### src/rtl/core/frame_deframer_sum7_check_defines.svh
// Assertion macros for the frame deframer core.
// Depends on nothing; assertion bodies expect clk and arst_n in scope.
`ifndef FRAME_DEFRAMER_SUM7_CHECK_DEFINES_SVH
`define FRAME_DEFRAMER_SUM7_CHECK_DEFINES_SVH

`ifndef SYNTHESIS

// Property checked on every clock edge outside reset.
`define FDSC_ASSERT(label, prop, msg) \
	label: assert property (@(posedge clk) disable iff (!arst_n) prop) else $error(msg);

// Condition that must never hold.
`define FDSC_ASSERT_NEVER(label, cond, msg) \
	`FDSC_ASSERT(label, !(cond), msg)

`else

`define FDSC_ASSERT(label, prop, msg)
`define FDSC_ASSERT_NEVER(label, cond, msg)

`endif

`endif

### src/rtl/core/fdsc_pkg.sv
// Shared constants for the frame deframer core: status codes, register
// indexes and field widths. Depends on nothing.
package fdsc_pkg;

	localparam int BYTE_W   = 8;
	localparam int SUM_W    = 7;
	localparam int STATUS_W = 3;
	localparam int POS_W    = 3;
	localparam int TDATA_W  = 48;

	// offset of the first byte past the header
	localparam logic [POS_W-1:0] FIRST_PAYLOAD_POS = 3'd7;

	localparam logic [1:0] CFG_HEAD    = 2'd0;
	localparam logic [1:0] CFG_TAIL    = 2'd1;
	localparam logic [1:0] CFG_MACHINE = 2'd2;
	localparam logic [1:0] CFG_UNIT    = 2'd3;

	localparam logic [2:0] POS_MACHINE  = 3'd1;
	localparam logic [2:0] POS_KIND     = 3'd2;
	localparam logic [2:0] POS_SENDER   = 3'd4;
	localparam logic [2:0] POS_RECEIVER = 3'd5;
	localparam logic [2:0] POS_COMMAND  = 3'd6;

	localparam logic [STATUS_W-1:0] ST_OK       = 3'd0;
	localparam logic [STATUS_W-1:0] ST_SHORT    = 3'd1;
	localparam logic [STATUS_W-1:0] ST_MACHINE  = 3'd2;
	localparam logic [STATUS_W-1:0] ST_RECEIVER = 3'd3;
	localparam logic [STATUS_W-1:0] ST_CHECKSUM = 3'd4;
	localparam logic [STATUS_W-1:0] ST_ABORTED  = 3'd5;

	localparam logic KIND_PAYLOAD = 1'b0;
	localparam logic KIND_END     = 1'b1;

	typedef struct packed {
		logic [STATUS_W-1:0] frame_status;
		logic [BYTE_W-1:0]   payload_count;
		logic [BYTE_W-1:0]   command_code;
		logic [BYTE_W-1:0]   sender_code;
		logic [BYTE_W-1:0]   frame_kind;
		logic [BYTE_W-1:0]   payload_byte;
	} rec_fields_t;

endpackage

### src/rtl/core/frame_deframer_sum7_check.sv
// Frame deframer with 7-bit additive checksum: top level, single module.
// Depends on fdsc_pkg and frame_deframer_sum7_check_defines.svh.
//
// Channel   Dir  Payload                                          Handshake
// s_*       in   s_tdata[7:0]  rx_byte                            tvalid/tready
// m_*       out  m_tuser record_kind, m_tdata fields below       tvalid/tready
// cfg_*     in   cfg_index selects register, cfg_data value       cfg_we, no wait
//
// One byte per cycle sustained while m_tready holds high. An accepted request is
// registered in stage 1 and then decoded into the result register once stage 1
// is consumed; a payload byte leaves only once the next byte arrives.
// The single result register sets the rate: a stage-1 byte moves only when
// that register is empty or being drained this cycle.
// arst_n clears control, config and frame state; data registers are not reset.
// Back-pressure on m_tready stalls stage 1, and s_tready then drops.

`include "frame_deframer_sum7_check_defines.svh"

module frame_deframer_sum7_check
	import fdsc_pkg::*;
(
	input  logic               clk,
	input  logic               arst_n,
	// input byte stream
	input  logic               s_tvalid,
	output logic               s_tready,
	input  logic [BYTE_W-1:0]  s_tdata,   // [7:0] rx_byte
	// record stream
	output logic               m_tvalid,
	input  logic               m_tready,
	output logic [TDATA_W-1:0] m_tdata,   // [7:0] payload_byte, [15:8] frame_kind,
	                                      // [23:16] sender_code, [31:24] command_code,
	                                      // [39:32] payload_count, [42:40] frame_status,
	                                      // [47:43] zero
	output logic               m_tuser,   // [0] record_kind
	// configuration writes
	input  logic               cfg_we,
	input  logic [1:0]         cfg_index,
	input  logic [BYTE_W-1:0]  cfg_data
);

	// ---------------- configuration registers ----------------
	logic [BYTE_W-1:0] head_q, tail_q, machine_q, unit_q;

	always_ff @(posedge clk or negedge arst_n) begin
		if (!arst_n) begin
			head_q    <= '0;
			tail_q    <= '0;
			machine_q <= '0;
			unit_q    <= '0;
		end else if (cfg_we) begin
			case (cfg_index)
				CFG_HEAD:    head_q    <= cfg_data;
				CFG_TAIL:    tail_q    <= cfg_data;
				CFG_MACHINE: machine_q <= cfg_data;
				CFG_UNIT:    unit_q    <= cfg_data;
				default: ;
			endcase
		end
	end

	// ---------------- stage 1: input register ----------------
	logic              valid_s1;
	logic [BYTE_W-1:0] byte_s1;
	logic              out_vld_q;
	logic              proc;      // stage-1 byte is consumed this cycle

	assign proc     = valid_s1 && (!out_vld_q || m_tready);
	assign s_tready = !valid_s1 || proc;

	always_ff @(posedge clk or negedge arst_n) begin
		if (!arst_n) begin
			valid_s1 <= 1'b0;
		end else if (s_tready) begin
			valid_s1 <= s_tvalid;
		end
	end

	always_ff @(posedge clk) begin
		if (s_tready && s_tvalid) begin
			byte_s1 <= s_tdata;
		end
	end

	// ---------------- frame state ----------------
	logic              open_q;
	logic [POS_W-1:0]  pos_q;      // offset in frame, saturates at first payload
	logic [SUM_W-1:0]  sum_q;
	logic [BYTE_W-1:0] held_q;
	logic              held_vld_q;
	logic [BYTE_W-1:0] cap_machine_q, cap_kind_q, cap_sender_q;
	logic [BYTE_W-1:0] cap_receiver_q, cap_command_q;
	logic [BYTE_W-1:0] count_q;

	logic              open_d;
	logic [POS_W-1:0]  pos_d;
	logic [SUM_W-1:0]  sum_d;
	logic [BYTE_W-1:0] held_d;
	logic              held_vld_d;
	logic [BYTE_W-1:0] cap_machine_d, cap_kind_d, cap_sender_d;
	logic [BYTE_W-1:0] cap_receiver_d, cap_command_d;
	logic [BYTE_W-1:0] count_d;

	logic              emit;
	logic              rec_kind;
	rec_fields_t       rec;
	logic [STATUS_W-1:0] tail_status;
	logic              is_head, is_tail;

	assign is_head = (byte_s1 == head_q);
	assign is_tail = (byte_s1 == tail_q);

	// First failing check wins; a checksum with bit 7 set never matches.
	always_comb begin
		if (!held_vld_q)
			tail_status = ST_SHORT;
		else if (cap_machine_q != machine_q)
			tail_status = ST_MACHINE;
		else if (cap_receiver_q != unit_q)
			tail_status = ST_RECEIVER;
		else if (held_q != {1'b0, sum_q})
			tail_status = ST_CHECKSUM;
		else
			tail_status = ST_OK;
	end

	always_comb begin
		open_d         = open_q;
		pos_d          = pos_q;
		sum_d          = sum_q;
		held_d         = held_q;
		held_vld_d     = held_vld_q;
		cap_machine_d  = cap_machine_q;
		cap_kind_d     = cap_kind_q;
		cap_sender_d   = cap_sender_q;
		cap_receiver_d = cap_receiver_q;
		cap_command_d  = cap_command_q;
		count_d        = count_q;
		emit           = 1'b0;
		rec_kind       = KIND_END;
		// end-record view of the current frame; payload records override
		rec.payload_byte  = '0;
		rec.frame_kind    = cap_kind_q;
		rec.sender_code   = cap_sender_q;
		rec.command_code  = cap_command_q;
		rec.payload_count = count_q;
		rec.frame_status  = ST_ABORTED;

		if (is_head) begin
			// head always reopens; an open frame is reported as aborted
			emit           = open_q;
			open_d         = 1'b1;
			pos_d          = 3'd1;
			sum_d          = byte_s1[SUM_W-1:0];
			held_d         = '0;
			held_vld_d     = 1'b0;
			cap_machine_d  = '0;
			cap_kind_d     = '0;
			cap_sender_d   = '0;
			cap_receiver_d = '0;
			cap_command_d  = '0;
			count_d        = '0;
		end else if (open_q) begin
			if (is_tail) begin
				emit             = 1'b1;
				rec.frame_status = tail_status;
				open_d           = 1'b0;
				pos_d            = '0;
				sum_d            = '0;
				held_d           = '0;
				held_vld_d       = 1'b0;
				cap_machine_d    = '0;
				cap_kind_d       = '0;
				cap_sender_d     = '0;
				cap_receiver_d   = '0;
				cap_command_d    = '0;
				count_d          = '0;
			end else begin
				if (pos_q < FIRST_PAYLOAD_POS) begin
					case (pos_q)
						POS_MACHINE:  cap_machine_d  = byte_s1;
						POS_KIND:     cap_kind_d     = byte_s1;
						POS_SENDER:   cap_sender_d   = byte_s1;
						POS_RECEIVER: cap_receiver_d = byte_s1;
						POS_COMMAND:  cap_command_d  = byte_s1;
						default: ;
					endcase
					sum_d = sum_q + byte_s1[SUM_W-1:0];
					pos_d = pos_q + 3'd1;
				end else begin
					// one-byte delay: previous byte goes out, this one is held
					if (held_vld_q) begin
						emit              = 1'b1;
						rec_kind          = KIND_PAYLOAD;
						rec.payload_byte  = held_q;
						rec.frame_kind    = '0;
						rec.sender_code   = '0;
						rec.command_code  = '0;
						rec.payload_count = '0;
						rec.frame_status  = ST_OK;
						sum_d             = sum_q + held_q[SUM_W-1:0];
						if (count_q != 8'hFF)
							count_d = count_q + 8'd1;
					end
					held_d     = byte_s1;
					held_vld_d = 1'b1;
				end
			end
		end
	end

	always_ff @(posedge clk or negedge arst_n) begin
		if (!arst_n) begin
			open_q         <= 1'b0;
			pos_q          <= '0;
			sum_q          <= '0;
			held_q         <= '0;
			held_vld_q     <= 1'b0;
			cap_machine_q  <= '0;
			cap_kind_q     <= '0;
			cap_sender_q   <= '0;
			cap_receiver_q <= '0;
			cap_command_q  <= '0;
			count_q        <= '0;
		end else if (proc) begin
			open_q         <= open_d;
			pos_q          <= pos_d;
			sum_q          <= sum_d;
			held_q         <= held_d;
			held_vld_q     <= held_vld_d;
			cap_machine_q  <= cap_machine_d;
			cap_kind_q     <= cap_kind_d;
			cap_sender_q   <= cap_sender_d;
			cap_receiver_q <= cap_receiver_d;
			cap_command_q  <= cap_command_d;
			count_q        <= count_d;
		end
	end

	// ---------------- result register ----------------
	rec_fields_t rec_q;
	logic        kind_q;

	always_ff @(posedge clk or negedge arst_n) begin
		if (!arst_n) begin
			out_vld_q <= 1'b0;
		end else if (proc && emit) begin
			out_vld_q <= 1'b1;
		end else if (m_tready) begin
			out_vld_q <= 1'b0;
		end
	end

	always_ff @(posedge clk) begin
		if (proc && emit) begin
			rec_q  <= rec;
			kind_q <= rec_kind;
		end
	end

	assign m_tvalid = out_vld_q;
	assign m_tuser  = kind_q;
	assign m_tdata  = {{(TDATA_W - $bits(rec_fields_t)){1'b0}}, rec_q};

	// ---------------- checks ----------------
	`FDSC_ASSERT(a_stall_only_on_full, !s_tready |-> (valid_s1 && out_vld_q && !m_tready), "s_tready low without a blocked result")
	`FDSC_ASSERT_NEVER(a_held_outside_frame, held_vld_q && !open_q, "held byte with no open frame")
	`FDSC_ASSERT(a_held_after_header, held_vld_q |-> (pos_q == FIRST_PAYLOAD_POS), "held byte before header complete")
	`FDSC_ASSERT(a_payload_rec_clean, (m_tvalid && m_tuser == KIND_PAYLOAD) |-> (m_tdata[TDATA_W-1:8] == '0), "payload record carries end-record fields")
	`FDSC_ASSERT_NEVER(a_status_range, m_tvalid && m_tuser == KIND_END && (m_tdata[42:40] == 3'd6 || m_tdata[42:40] == 3'd7), "undefined frame status")

endmodule

### config.mk
export PLATFORM = sky130hd
export DESIGN_NAME = frame_deframer_sum7_check
export DESIGN_NICKNAME = d
export VERILOG_FILES = /design/src/rtl/core/fdsc_pkg.sv /design/src/rtl/core/frame_deframer_sum7_check.sv
export VERILOG_INCLUDE_DIRS = /design/src /design/src/rtl/core
export SDC_FILE = /design/constraint.sdc
export NUM_CORES = 1
export LEC_CHECK = 0
export BUFFER_PORTS_ARGS = -buffer_cell sky130_fd_sc_hd__buf_4
export CORE_MARGIN = 3
export CORE_UTILIZATION = 39
export CTS_CLUSTER_DIAMETER = 100
export DETAILED_ROUTE_END_ITERATION = 16
export PLACE_DENSITY = 0.65
export SETUP_SLACK_MARGIN = 0.5
export SLEW_MARGIN = 15
export SYNTH_ARGS = -nofsm -noshare
export SYNTH_HDL_FRONTEND = slang
export SYNTH_SLANG_ARGS = --single-unit
### constraint.sdc
create_clock -name clk -period 4.61 [get_ports clk]
set_input_delay 0 -clock clk [delete_from_list [all_inputs] [get_ports clk]]
set_output_delay 0 -clock clk [all_outputs]
set_load 0.01 [all_outputs]
==> results of run 1 <==
[worst paths after layout]
check                                 start               end  slack, ps  cells after the start
max in group asynchronous            arst_n  cap_machine_q[3]       3320                      3
min in group asynchronous            arst_n          sum_q[5]         90                      2
max                              byte_s1[4]          m_tvalid       1540                      8
min                            cfg_index[0]         head_q[7]         40                      3
min reg2reg                cap_command_q[3]  cap_command_q[3]        490                      1
max reg2reg                      byte_s1[4]          m_tvalid       1540                      8
[critical path: cells and delay by family (launching register included)]
family                 cells  cell delay [ps]
XOR/XNOR                   1              230
AO/OA/AOI/OAI              1              290
buffers and inverters      2              550
AND/OR/NAND/NOR            4             1230
flip-flops                 1              630
[per-stage QoR]
stage / area, sq um / hold slack [ps]
2_1_floorplan: 7170 / -296
3_3_place_gp: 7750 / 22.0
3_5_place_dp: 7750 / 25.0
4_1_cts: 8550 / 26.0
5_1_grt: 8550 / 57.2
6_report: 8550 / 42.5
[registers in the layout, summed over array words and instances, names as in the netlist, 3 cells and up]
| register | cells |
|---|---|
| cap_sender_q | 8 |
| cap_machine_q | 8 |
| pos_q | 3 |
| held_q | 8 |
| unit_q | 8 |
| tail_q | 8 |
| head_q | 8 |
| cap_command_q | 8 |
| byte_s1 | 8 |
| sum_q | 7 |
| machine_q | 8 |
| count_q | 8 |
| m_tdata | 43 |
| cap_receiver_q | 8 |
| cap_kind_q | 8 |
[area by class of cell]
class | instances | area [sq um] | share of cell area [%]
clock inverters | 12 | 171 | 2.01
multi-input cells | 347 | 2790 | 32.6
inverters | 4 | 15.0 | 0.176
repair buffers | 92 | 738 | 8.64
clock buffers | 20 | 437 | 5.11
well taps | 225 | 282 | 3.29
flip-flops and latches | 154 | 4110 | 48.1
[cells by family after synthesis]
family	share of synthesized area (%)
flops	57.5
simple gates	11.4
compound gates	12.3
xor+xnor	6.00
mux	6.65
buf+inv	3.90
fa+ha+maj	2.20
other cells	0.0524
[where the power goes]
part | total (mW) | internal, mW | switching, mW | leakage [nW]
Sequential | 1.84 | 1.61 | 0.226 | 1.86
Combinational | 0.835 | 0.443 | 0.392 | 1.60
Clock | 1.45 | 0.902 | 0.545 | 0.292
[per-layer routing]
layer / GRT usage [%] / vias up
met5: 0 / -
met4: 6.77 / 0
met3: 3.00 / 27
met2: 25.0 / 155
met1: 21.8 / 2222
li1: - / 2102
[cells in the mapped netlist, types with 9 or more instances]
master	count
edfxtp_1	52
and2_1	9
nand4_1	11
o21ai_0	13
ha_1	11
nor2_1	9
buf_4	9
dfrtp_1	102
buf_6	12
nand2_1	32
xnor2_1	27
mux2_2	32
o21ai_1	9
nor2b_1	34
a22o_1	51
buf_2	10
and3_1	13
xor2_1	9
==> impl_metrics.ini, run 1 <==
[placement]
place_inst = 803
dpl.hpwl_microns = 10600
dpl_worst_slack_ps = 1540
port_buffers = 68
place.gp.congestion = 0.862

[clock_tree]
numCtsBuffers = 17
cts_hold_buf = 19
clock-sinks = 154
clock-root-buffer = clkbuf_16
ctsResizeCount = 0
clock_path_buffers = 2
post_cts_buffers = 0
htree_levels = 4
tritoncts = done
clkLatencyLatePin_ps = 430
clk_pin_slew_ps = 60

[setup_path]
worst_setup_path_end_kind = flop
path_max_fanout = 31
worstSetupPathType = flop to flop
crit_path_max_incr_delay_ps = 720
arrival_ps = 3380
critPathLaunchType = flop
worstPathCellList = xnor2_2 > nand4_2 > nor2_2 > buf_4 > nor2_2 > a21oi_4 > buf_4 > or2_2
worstPathRequired_ps = 4920
worst_path_max_delay_cell = nor2_2

[floorplan]
fp.dieW_microns = 141
initial_core_util_pct = 40.6
rows = 48
fp.dieH_microns = 141
die-area_sq_um = 20000
ios = 74
core-area_sq_um = 17600

[timing]
slew_headroom_pct = 40.0
setup_viol = 0
finalCritPeriodShare_pct = 66.6
layout_setup_ws_ps = 1540
max_freq_mhz = 326
final.min_clock_period_ps = 3070
drv_slew = 0
tns_ps = 0
rsz0062_at_grt = no
finClkSkew_ps = 7.60
worstMarginPinSlew_ps = 899
hold_viol = 0

[finish]
finalNonFillerCells = 854
fill_cells = 1506
insertedDiodeCount = 0
area_delta_synth_final_pct = 19.5
final_util_pct = 48.6
layout_common_cells = dfrtp_1 (102), buf_4 (73), edfxtp_1 (52)
drive_gt1_share_pct = 27.2
final_common_cell = dfrtp_1
layout.nets = 651

[yosys]
synth_seq_cells = 154
yosysWarningCount = 0
syn_avg_cell_area_sq_um = 13.4
synthFlopType = dfrtp_1
async_reset_ff_share_pct = 66.2
synth_area_leaders = dfrtp_1 (36%), edfxtp_1 (22%), a22o_1 (6.2%)
synth.top_cell.area_share_pct = 35.7
synth_area_sq_um = 7150
synth_seq_area_share_pct = 57.5
syn_inst = 535
synth_top_cell_by_area = dfrtp_1
synth_cell_types = 57
synth_edf_count = 52

[detailed_routing]
route.met2.wl_microns = 7210
wl_met3_microns = 915
num_vias = 4506
drt-met1-wl_microns = 6820
drc = 0
ant_nets = 0
drt_iter0_drc = 390
via_per_inst = 5.28
first_pass_iters = 5
post_drt_wl_per_cell_microns = 17.9
highest_layer = met4
routed_wl_microns = 15300

[power]
power.density_nw_per_um2 = 482
leakage_nw = 3.76
finalPower_mw = 4.12
ir_worst_vdd_mv = 0.256

[global_routing]
grt_pass1_vias = 4576
antenna_found_initial = 0
grt_overflow = 0
grt_pass1_wl_microns = 24700
grt_max_degree = 62
grt_use_total_pct = 15.9

[run]
maxCapViolations = 0

[run_status]
status = finished, final reports clean

[hold_path]
hp-class = primary input to flop
Note: power is estimated with default switching activity, not from simulation.
==> inputs of run 2 (changes only) <==
--- a/config.mk
+++ b/config.mk
@@ -11,7 +11,7 @@
 export CORE_UTILIZATION = 39
 export CTS_CLUSTER_DIAMETER = 100
 export DETAILED_ROUTE_END_ITERATION = 16
-export PLACE_DENSITY = 0.65
+export PLACE_DENSITY = 0.67
 export SETUP_SLACK_MARGIN = 0.5
 export SLEW_MARGIN = 15
 export SYNTH_ARGS = -nofsm -noshare
==> constraint.sdc (replaced) <==
create_clock -name clk -period 2.76 [get_ports clk]
set_input_delay 0 -clock clk [delete_from_list [all_inputs] [get_ports clk]]
set_output_delay 0 -clock clk [all_outputs]
set_load 0.01 [all_outputs]
==> run 2 against run 1 <==
Cell area up 7.0%. Clock skew up 4.5 ps. Via count increased by 2.4%.
==> impl_metrics.ini, run 2 (synthesized netlist as in run 1, its figures left out) <==
[run_status]
status = finished, final reports clean

[global_routing]
grt_use_total_pct = 16.3
grt_max_degree = 53
grt_pass1_vias = 4754
grt_overflow = 0
antenna_found_initial = 0
grt_pass1_wl_microns = 25500

[setup_path]
cp.depth = 11
critPathLaunchType = flop
worstPathRequired_ps = 3070
worst_setup_path_end_kind = flop
r2r_cells = 11
worstPathCellList = and3_4 > nand2_2 > nand2_2 > ha_4 > fa_2 > a211oi_2 > o21bai_1 > a21oi_2 > xnor2_1 > o21ai_1 > mux2_4
arrival_ps = 2720
cp_common_cell = nand2_2
worst_path_max_delay_cell = dfrtp_2
worstSetupPathType = flop to flop
crit_path_max_incr_delay_ps = 440
cp_top_family = compound AO/OA/AOI/OAI gates
path_max_fanout = 4
critical_path_buf_inv_count = 0

[detailed_routing]
num_vias = 4612
first_pass_iters = 4
routed_wl_microns = 15600
drc = 0
ant_nets = 0
via_per_inst = 5.11
post_drt_wl_per_cell_microns = 17.3
drt_iter0_drc = 229

[clock_tree]
htree_levels = 4
tritoncts = done
numCtsBuffers = 17
clock-root-buffer = clkbuf_16
clkLatencyLatePin_ps = 420
clock-sinks = 154
clk_pin_slew_ps = 70
clock_path_buffers = 2

[power]
sequentialPowerShare_pct = 41.9
power.density_nw_per_um2 = 790
sw_frac_of_total_pct = 27.8
ir_worst_vdd_mv = 0.498
combPwrFrac_pct = 23.5
internal_power_mw = 5.22
p_clk_share_pct = 34.6
leakage_nw = 4.03
netSwitchingPower_mw = 2.01

[hold_path]
hp-class = primary input to flop
hold_path_depth = 3

[floorplan]
ios = 74
core-area_sq_um = 17600
rows = 48
fp.dieW_microns = 141
initial_core_util_pct = 40.6
fp.dieH_microns = 141
die-area_sq_um = 20000

[timing]
final.min_clock_period_ps = 2410
slew_headroom_pct = 37.6
finClkSkew_ps = 12.1
rsz0062_at_grt = yes
worstMarginPinSlew_ps = 912
max_freq_mhz = 415
finalCritPeriodShare_pct = 87.2
drv_slew = 0
hold_viol = 0
layout_setup_ws_ps = 353
setup_viol = 0
tns_ps = 0

[placement]
dpl.hpwl_microns = 11000
port_buffers = 68
dpl_worst_slack_ps = 201
place.gp.congestion = 0.894

[finish]
layout_common_cells = buf_4 (113), dfrtp_1 (100), edfxtp_1 (52)
insertedDiodeCount = 0
area_delta_synth_final_pct = 27.9
final_common_cell = buf_4
layout.nets = 699
drive_gt1_share_pct = 35.9
largest_reg_flops = 43

[run]
maxCapViolations = 0
## run 2: cell count changes in the layout (fill, tap and decap cells not counted), moves of 3 or more
cell / delta
buf_4: +40
and3_1: -6
and3_2: +5
buf_12: +5
a211oi_1: -3
a211oi_2: +3
clkinv_2: -3
nand2_1: -3
nand2_2: +3
nor2_2: -3
nor2_4: +3
## run 2: area by class of cell
type | count | area (sq um)
Sequential cell | 154 | 4120
Fill cell | 1459 | 8450
Clock buffer | 20 | 457
Inverter | 4 | 15.0
Timing Repair Buffer | 140 | 1170
Multi-Input combinational cell | 347 | 2920
Clock inverter | 12 | 188
Tap cell | 225 | 282
## run 2: final timing paths
path / start / to / slack [ps]
min in group asynchronous: arst_n / m_tvalid / 150
worst max register to register: pos_q[2] / sum_q[6] / 350
max in group asynchronous: arst_n / open_q / 1780
worst min-delay path: cfg_index[0] / head_q[0] / 70
worst min register to register: cap_command_q[0] / cap_command_q[0] / 490
worst max-delay path: pos_q[2] / sum_q[6] / 350
## run 2: timing repair
| action | in CTS | in global routing |
|---|---|---|
| setup endpoints to repair | 134 | 83 |
| buffers inserted | 21 | 7 |
| gates cloned | 0 | 0 |
| hold buffers | 20 | 0 |
| resized for setup | 17 | 10 |
| hold endpoints to repair | 92 | 0 |
| pin swaps | 11 | 4 |
## run 2: layer usage
| layer | vias to the layer above | global-route usage (%) | wire (microns) |
|---|---|---|---|
| li1 | 2203 | - | - |
| met2 | 113 | 25.9 | 7640 |
| met4 | 0 | 6.57 | 233 |
| met1 | 2278 | 22.1 | 7010 |
| met3 | 18 | 3.37 | 704 |
| met5 | - | 0 | 0 |
## run 2: worst min-delay path: stages
cell and delay [ps]:
buf_4 100, nor3b_2 110, mux2_2 240
## run 2: metrics by stage
stage | std cells | cell area (sq um) | util, % | power (mW) | hold slack (ps)
final | 902 | 9150 | 52.0 | 7.22 | 65.2
after global placement | 822 | 7970 | 45.3 | 4.44 | 75.2
after detailed placement | 822 | 7970 | 45.3 | 4.49 | 85.4
after floorplan | 539 | 7220 | - | 4.15 | -296
after global routing | 902 | 9150 | 52.0 | 7.60 | 54.9
after CTS | 895 | 9060 | 51.5 | 7.22 | 41.9
## run 2: power groups by stage
stage,clock network [mW],registers [mW],logic (mW)
3_5_place_dp,0,3.06,1.43
6_report,2.50,3.02,1.70
5_1_grt,2.67,3.07,1.87
4_1_cts,2.55,3.01,1.65
2_1_floorplan,0,2.94,1.21
3_3_place_gp,0,3.06,1.39
==> inputs of run 3 (changes only) <==
--- a/config.mk
+++ b/config.mk
@@ -11,7 +11,7 @@
 export CORE_UTILIZATION = 39
 export CTS_CLUSTER_DIAMETER = 100
 export DETAILED_ROUTE_END_ITERATION = 16
-export PLACE_DENSITY = 0.67
+export PLACE_DENSITY = 0.65
 export SETUP_SLACK_MARGIN = 0.5
 export SLEW_MARGIN = 15
 export SYNTH_ARGS = -nofsm -noshare
==> constraint.sdc (replaced) <==
create_clock -name clk -period 2.5 [get_ports clk]
set_input_delay 0 -clock clk [delete_from_list [all_inputs] [get_ports clk]]
set_output_delay 0 -clock clk [all_outputs]
set_load 0.01 [all_outputs]
==> run 3 against run 2 <==
Combinational power grew 26%. Register-to-register slack got worse by 210 ps. Utilization is 7.1 points higher. Worst setup slack worse by 210 ps. Cell area rose by 14%. Sequential share of layout area is 5.4 points lower. Final cell count is 6.9% higher. Highest routed layer unchanged. Die area did not move. Critical endpoint unchanged. Sequential power rose by 11%.
==> impl_metrics.ini, run 3 (synthesized netlist as in run 1, its figures left out) <==
[floorplan]
ios = 74
fp.dieW_microns = 141
rows = 48
core-area_sq_um = 17600
initial_core_util_pct = 40.6
die-area_sq_um = 20000
fp.dieH_microns = 141

[placement]
dpl.hpwl_microns = 10800
place_inst = 827
dpl_worst_slack_ps = 67.3
place_area_sq_um = 8010
place.gp.congestion = 0.945
port_buffers = 68

[finish]
final_util_pct = 59.1
final_common_cell = buf_4
drive_gt1_share_pct = 47.6
fill_cells = 1321
area_delta_synth_final_pct = 45.3
largest_reg_flops = 43
fin_area_sq_um = 10400
insertedDiodeCount = 0
finalNonFillerCells = 964
layout.nets = 761
layout_common_cells = buf_4 (120), dfrtp_1 (102), edfxtp_1 (52)

[global_routing]
grt_max_degree = 66
grt_pass1_vias = 5217
gr-usage-met1_pct = 24.1
met3_usage_pct = 4.04
grt_overflow = 0
grt_use_total_pct = 18.4
grt_most_used_layer = met2
grt_pass1_wl_microns = 28400
grt_use_met2_pct = 30.0
antenna_found_initial = 0

[setup_path]
worst_setup_path_end_kind = flop
worst_path_max_delay_cell = dfrtp_1
worstPathRequired_ps = 2820
r2r-end = sum_q[6]
critPathLaunchType = flop
worstPathCellList = nand3_1 > buf_4 > nand2_1 > nand2_2 > fa_2 > a211oi_2 > o21bai_1 > a21oi_2 > xnor2_1 > o21ai_1 > mux2_4
worstSetupPathType = flop to flop
crit_path_max_incr_delay_ps = 390
critical_path_buf_inv_count = 1
path_max_fanout = 9
r2r_cells = 11
r2r-start = pos_q[2]
cp_top_family = compound AO/OA/AOI/OAI gates
r2r_slack_ps = 140
arrival_ps = 2680

[hold_path]
hp-class = primary input to flop
hold-path-endpoint = head_q[5]
hold_path_depth = 3
hp-start = cfg_index[0]

[power]
leakage_nw = 4.52
power.density_nw_per_um2 = 780
ir_worst_vdd_mv = 0.567

[detailed_routing]
post_drt_wl_per_cell_microns = 20.0
via_per_inst = 5.28
num_vias = 5089
routed_wl_microns = 19300
first_pass_iters = 5
ant_nets = 0
drt_iter0_drc = 317
drc = 0

[clock_tree]
tritoncts = done
clk_pin_slew_ps = 60
clock_path_buffers = 2
clkLatencyLatePin_ps = 430
htree_levels = 4
clock-sinks = 154
clock-root-buffer = clkbuf_16
numCtsBuffers = 17

[timing]
layout_setup_ws_ps = 144
tns_ps = 0
final.min_clock_period_ps = 2360
finalCritPeriodShare_pct = 94.3
drv_slew = 0
setup_viol = 0
worstMarginPinSlew_ps = 710
hold_viol = 0
rsz0062_at_grt = yes
slew_headroom_pct = 52.5
max_freq_mhz = 424
finClkSkew_ps = 7.96

[run]
maxCapViolations = 0

[run_status]
status = finished, final reports clean
[run 3: changes by cell type in the layout (fill, tap and decap cells not counted), sizes merged]
cell and delta:
clkbuf +3, inv +3, clkinv +3, bufinv -2, and2 +1, clkinvlp -2
buf +56
[run 3: power breakdown]
part,internal (mW),switching (mW)
clock network,1.52,1.09
logic,1.20,0.950
registers,2.97,0.373
total,5.69,2.42
[run 3: layout make-up]
type / instances / area (sq um) / area share [%]
Sequential cell: 154 / 4110 / 39.6
Multi-Input combinational cell: 348 / 3230 / 31.0
Timing Repair Buffer: 201 / 2160 / 20.8
Clock buffer: 18 / 439 / 4.22
Tap cell: 225 / 282 / 2.71
Clock inverter: 14 / 160 / 1.54
Inverter: 4 / 15.0 / 0.144
[run 3: metal layers]
metal / routed length, microns / up-vias
li1: - / 2336
met1: 8090 / 2510
met2: 9530 / 203
met3: 1170 / 40
met4: 516 / 0
met5: 0 / -
[run 3: worst max-delay path by stage]
stage	to	cells past startpoint	from	slack (ps)
after global routing	sum_q[6]	11	pos_q[0]	40
after CTS	sum_q[6]	11	pos_q[1]	180
after detailed placement	sum_q[5]	11	pos_q[0]	70
after global placement	sum_q[6]	11	pos_q[0]	110
final	sum_q[6]	11	pos_q[2]	140
after floorplan	sum_q[6]	14	pos_q[2]	-100
[run 3: timing repair]
item,in CTS,in global routing
endpoints found under the hold margin,80,0
pin swaps,37,24
gates cloned,9,7
gates resized for setup,61,93
buffers inserted,55,14
hold buffers,20,0
setup endpoints to repair,153,156
[run 3: worst reg2reg max path, cell delays in order (launching register included)]
cell and delay, ps:
dfrtp_1 390, nand3_1 130, buf_4 200, nand2_1 100
nand2_2 80, fa_2 370, a211oi_2 250, o21bai_1 110
a21oi_2 150, xnor2_1 140, o21ai_1 80, mux2_4 250
[run 3: per-stage QoR]
stage / hold slack [ps] / total power, mW
after floorplan: -296 / 4.58
after global placement: -4.33 / 4.96
after detailed placement: 3.39 / 5.00
after CTS: 21.5 / 7.88
after global routing: 55.6 / 8.48
final: 41.3 / 8.11
